===== src/fcm_pkg.sv =====
// Shared types, constants and helpers for the frontier cell marker.
// No dependencies; imported by the output queue and the core.
package fcm_pkg;

    localparam int CELL_W         = 8;
    localparam int INDEX_W        = 20;
    localparam int CFG_DATA_W     = 11;
    localparam int CFG_INDEX_W    = 2;
    localparam int SIZE_W         = 13;
    localparam int DEF_MAX_WIDTH  = 1024;
    localparam int DEF_MAX_HEIGHT = 1024;
    localparam int GRID_SIZE_RST  = 1024;

    localparam int IN_TDATA_W  = 8;
    localparam int OUT_TDATA_W = 24;
    localparam int OUT_PAD_W   = OUT_TDATA_W - INDEX_W - 1;
    localparam int OUT_TUSER_W = 1;

    localparam logic [CELL_W-1:0] FREE_VAL       = 8'd0;
    localparam logic [CELL_W-1:0] UNEXPLORED_VAL = 8'd50;
    localparam logic [CELL_W-1:0] BORDER_VAL     = 8'd100;

    localparam logic [CFG_INDEX_W-1:0] REG_GRID_WIDTH  = 2'd0;
    localparam logic [CFG_INDEX_W-1:0] REG_GRID_HEIGHT = 2'd1;

    // result slots of one input word, in delivery order
    localparam int NUM_SLOTS = 3;
    localparam logic [1:0] SLOT_ABOVE = 2'd0;  // cell one row up, same column
    localparam logic [1:0] SLOT_LEFT  = 2'd1;  // last row, previous column
    localparam logic [1:0] SLOT_HERE  = 2'd2;  // last cell of the frame

    typedef struct packed {
        logic [NUM_SLOTS-1:0] present;
        logic [NUM_SLOTS-1:0] front;
        logic [INDEX_W-1:0]   idx_above;
        logic [INDEX_W-1:0]   idx_left;
        logic [INDEX_W-1:0]   idx_here;
    } t_result_set;

    function automatic logic frontier_test(
        input logic [CELL_W-1:0] mid,
        input logic [CELL_W-1:0] left,
        input logic [CELL_W-1:0] right,
        input logic [CELL_W-1:0] up,
        input logic [CELL_W-1:0] down
    );
        frontier_test = (mid == FREE_VAL) &&
                        (left == UNEXPLORED_VAL || right == UNEXPLORED_VAL ||
                         up == UNEXPLORED_VAL || down == UNEXPLORED_VAL);
    endfunction

    // zero acts as one, anything above the limit clips to it
    function automatic logic [SIZE_W-1:0] eff_size(
        input logic [CFG_DATA_W-1:0] value,
        input logic [SIZE_W-1:0]     max_size
    );
        logic [SIZE_W-1:0] wide;
        wide = SIZE_W'(value);
        if (wide == '0) begin
            eff_size = SIZE_W'(1);
        end else if (wide > max_size) begin
            eff_size = max_size;
        end else begin
            eff_size = wide;
        end
    endfunction

endpackage


===== src/fcm_out_queue.sv =====
// Output register stage: holds the up to three results of one input word
// and hands them out one per word. Depends on fcm_pkg.
module fcm_out_queue (
    input  logic                                i_clk,
    input  logic                                i_rst_n,
    input  logic                                i_load_valid,
    output logic                                o_load_ready,
    input  fcm_pkg::t_result_set                i_load,
    output logic                                o_tvalid,
    input  logic                                i_tready,
    output logic [fcm_pkg::OUT_TDATA_W-1:0]     o_tdata,
    output logic                                o_tlast,
    output logic [fcm_pkg::OUT_TUSER_W-1:0]     o_tuser
);
    import fcm_pkg::*;

    logic [NUM_SLOTS-1:0] r_mask;
    logic [NUM_SLOTS-1:0] r_front;
    logic [INDEX_W-1:0]   r_idx [NUM_SLOTS];

    logic [1:0]           sel;
    logic [NUM_SLOTS-1:0] n_mask;
    logic                 take;
    logic                 last;
    logic                 load;

    // lowest pending slot goes first
    always_comb begin
        sel = SLOT_HERE;
        if (r_mask[SLOT_ABOVE]) begin
            sel = SLOT_ABOVE;
        end else if (r_mask[SLOT_LEFT]) begin
            sel = SLOT_LEFT;
        end
        n_mask      = r_mask;
        n_mask[sel] = 1'b0;
    end

    assign last         = (n_mask == '0);
    assign take         = (r_mask != '0) && i_tready;
    assign o_load_ready = (r_mask == '0) || (take && last);
    assign load         = i_load_valid && o_load_ready;

    always_ff @(posedge i_clk) begin
        if (!i_rst_n) begin
            r_mask <= '0;
        end else if (load) begin
            r_mask <= i_load.present;
        end else if (take) begin
            r_mask <= n_mask;
        end
    end

    always_ff @(posedge i_clk) begin
        if (load) begin
            r_front                <= i_load.front;
            r_idx[SLOT_ABOVE]      <= i_load.idx_above;
            r_idx[SLOT_LEFT]       <= i_load.idx_left;
            r_idx[SLOT_HERE]       <= i_load.idx_here;
        end
    end

    assign o_tvalid   = (r_mask != '0);
    assign o_tdata    = {{OUT_PAD_W{1'b0}}, r_front[sel], r_idx[sel]};
    assign o_tlast    = last;
    assign o_tuser[0] = (sel == SLOT_HERE);

endmodule


===== config.mk =====
export PLATFORM = sky130hd
export DESIGN_NAME = fcm_out_queue
export DESIGN_NICKNAME = d
export VERILOG_FILES = /design/src/fcm_pkg.sv /design/src/fcm_out_queue.sv
export SDC_FILE = /design/constraint.sdc
export NUM_CORES = 1
export LEC_CHECK = 0
export BUFFER_PORTS_ARGS = -buffer_cell sky130_fd_sc_hd__buf_4
export CAP_MARGIN = 20
export CELL_PAD_IN_SITES_DETAIL_PLACEMENT = 0
export CELL_PAD_IN_SITES_GLOBAL_PLACEMENT = 1
export CORE_MARGIN = 1
export CORE_UTILIZATION = 35
export DETAILED_ROUTE_END_ITERATION = 8
export PLACE_DENSITY = 0.78
export SLEW_MARGIN = 15
export SYNTH_ARGS = -nofsm -noshare
export SYNTH_HDL_FRONTEND = slang
export SYNTH_SLANG_ARGS = --single-unit
export TNS_END_PERCENT = 20

===== constraint.sdc =====
create_clock -name i_clk -period 3 [get_ports i_clk]
set_input_delay 0.45 -clock i_clk [delete_from_list [all_inputs] [get_ports i_clk]]
set_output_delay 0.45 -clock i_clk [all_outputs]
set_load 0.01 [all_outputs]

==> metrics.md <==
| Metric | Value |
|---|---|
| Fin crit share | 0.799 |
| Sequential area share after synthesis | 0.761 |
| Max VDD drop | 296 uV |
| Worst Path Arrival | 1.95 ns |
| Async SR Flop Fraction | 0 |
| Fin. max-slew vios | 0 |
| Buf/Inv on CP | 2 |
| CTS Buffer Depth | 2 |
| CP startpoint kind | register |
| Postcts setup bufs | 0 |
| Cts bufs inserted | 9 |
| Cell Area, Synth | 0.00256 mm2 |
| CTS Hold Bufs | 0 |
| Static leakage power | 1.35 nW |
| Mean post-synth cell area | 15.8 um2 |
| Cell count after synthesis | 162 |
| CP endpoint kind | output port |
| Vias | 1613 |
| DRT Pass-1 Iters | 4 |
| Slowest stage delay, CP | 0.89 ns |
| RePlAce Congestion | 0.744 |
| # DRC | 0 |
| Die span in x | 87.6 um |
| Dpl hpwl | 3.32 mm |
| Number of max-cap violations | 0 |
| Worst Path Max Fanout | 29 |
| Post-CTS sizing | 0 |
| Yosys cell types | 23 |
| Die Ht | 87.6 um |
| Vias per cell | 4.46 |
| Diodes inserted | 0 |
| Clk sink count | 66 |
| RSZ-0062 raised after global routing | no |
| Area Overhead vs Synth | 37.4% |
| DR WL/cell | 13.4 um |
| Number of global-route vias before repair | 1544 |
| Ys flop type | edfxtp_1 |
| Dpl ws | 0.917 ns |
| Least-Margin Pin Slew | 0.870 ns |
| DRC marker count from the first detailed-route iteration | 57 |
| Worst rel slew slack | 0.419 |
| Final net count | 331 |
| Setup violators final | 0 |
| Layout cell share with drive strength beyond 1 | 0.440 |
| Boundary pin count | 98 |
| Final WS setup | 0.603 ns |
| EDFF count, synth | 63 |
| Worst path required time | 2.55 ns |
| Clk slew on worst S/H paths | 0.07 ns |
| Root Driver | clkbuf_8 |
| Final hold violation count | 0 |
| Critical path class | reg2out |
| Total GRT Usage | 0.133 |
| Outcome | finished, final reports clean |
| Worst path slowest cell | dfxtp_1 |
| Sequence of cells on the critical path | nor2_1 > nand2_1 > o21a_4 > inv_1 > buf_4 |
| Die ar. | 0.00767 mm2 |
| ANT nets after route | 0 |
| First-pass GRT wire length | 7.33 mm |
| CTS tree | built |
| Site Rows | 30 |
| Final worst path period need | 2.40 ns |
| Yosys warning count | 0 |
| Worst-Skew Late Latency | 0.33 ns |
| Pwr Density | 566 mW/mm2 |
| Crit-path leading delay family | flip-flops |
| Wirelength, routed | 4.85 mm |
| Initial Utilization | 0.369 |
| Setup TNS | 0 ns |
| Hold Crit Class | in2reg |
| GRT overflow | 0 |
| Maximum clock rate | 417 MHz |
| Yosys reg bits | 66 |
| Core box area | 0.00694 mm2 |
| Port Buffer Count | 94 |
| Initial antenna violation count | 0 |
| Pin count of the biggest net entering global routing | 64 |
| # H-tree levels | 3 |
| Clock skew | 0.00469 ns |
[area by class of cell]
type                    count  area (um2)
inverters                   2        7.51
well taps                  96         120
flip-flops and latches     66        1950
multi-input cells          85         547
repair buffers             97         741
fillers                   629        3420
clock inverters             4        18.8
clock buffers              12         135
[cell usage after synthesis, drive strengths merged (2+ instances only)]
cell | n | area [um2]
a21oi | 3 | 15.0
buf | 8 | 58.8
clkbuf | 3 | 11.3
dfxtp | 3 | 60.1
edfxtp | 63 | 1890
inv | 2 | 7.51
mux2i | 21 | 210
nand2 | 23 | 86.3
nand3 | 3 | 15.0
o21ai | 23 | 123
[cells by family after synthesis]
group	share of synthesized area
compound gates	0.0654
fa+ha+maj	0.00439
buf+inv	0.0303
flops	0.761
mux	0.0820
other cells	0.00146
simple gates	0.0551
[state kept, by name (all words and copies together) (netlist names)]
name     count
r_idx       60
r_front      3
r_mask       3
[per-stage QoR]
stage / std cells / instance area, um2 / hold slack (ns) / util / power, W
final: 362 / 3520 / 0.294 / 0.507 / 0.00199
after global routing: 362 / 3520 / 0.275 / 0.507 / 0.00209
after CTS: 362 / 3520 / 0.275 / 0.507 / 0.00202
after detailed placement: 346 / 3370 / 0.615 / 0.485 / 0.00142
after global placement: 346 / 3370 / 0.611 / 0.485 / 0.00142
after floorplan: 164 / 2580 / 0.549 / - / 0.00126
[worst paths after layout]
| check | cells after the start | from | slack, ns | end |
|---|---|---|---|---|
| setup / recovery | 5 | r_mask[0] | 0.60 | o_load_ready |
| hold / removal | 1 | i_load[34] | 0.29 | r_idx[1][14] |
| setup reg to reg | 4 | r_mask[0] | 0.94 | r_idx[0][12] |
| hold reg to reg | 2 | r_mask[2] | 0.62 | r_mask[2] |
[report_power, final]
part           switching (W)  internal (W)  leakage (nW)  total, W
registers          0.0000276       0.00109         0.634   0.00112
clock network       0.000304      0.000294        0.0816  0.000597
logic               0.000127      0.000152         0.638  0.000278
total               0.000458       0.00154          1.35   0.00199
[placed cells by master, fill, tap and decap left out, types with 2 or more instances in the layout]
master    Yosys  layout
clkinv_2      0       3
o21ai_0      21      21
o21ai_2       2       2
mux2i_1      21      21
a21oi_1       3       3
clkbuf_1      3       3
buf_4         5      96
edfxtp_1     63      63
clkbuf_8      0       9
nand2_1      23      23
nand3_1       3       3
conb_1        1       3
dfxtp_1       3       2
inv_1         2       2
[layer usage]
metal | wire length, um | global-route usage | share of wire
met1 | 1950 | 0.156 | 0.40
met2 | 2550 | 0.224 | 0.53
met3 | 254 | 0.0273 | 0.052
met4 | 97 | 0.0849 | 0.020
met5 | 0 | 0 | 0
Note: power is estimated with default switching activity, not from simulation.
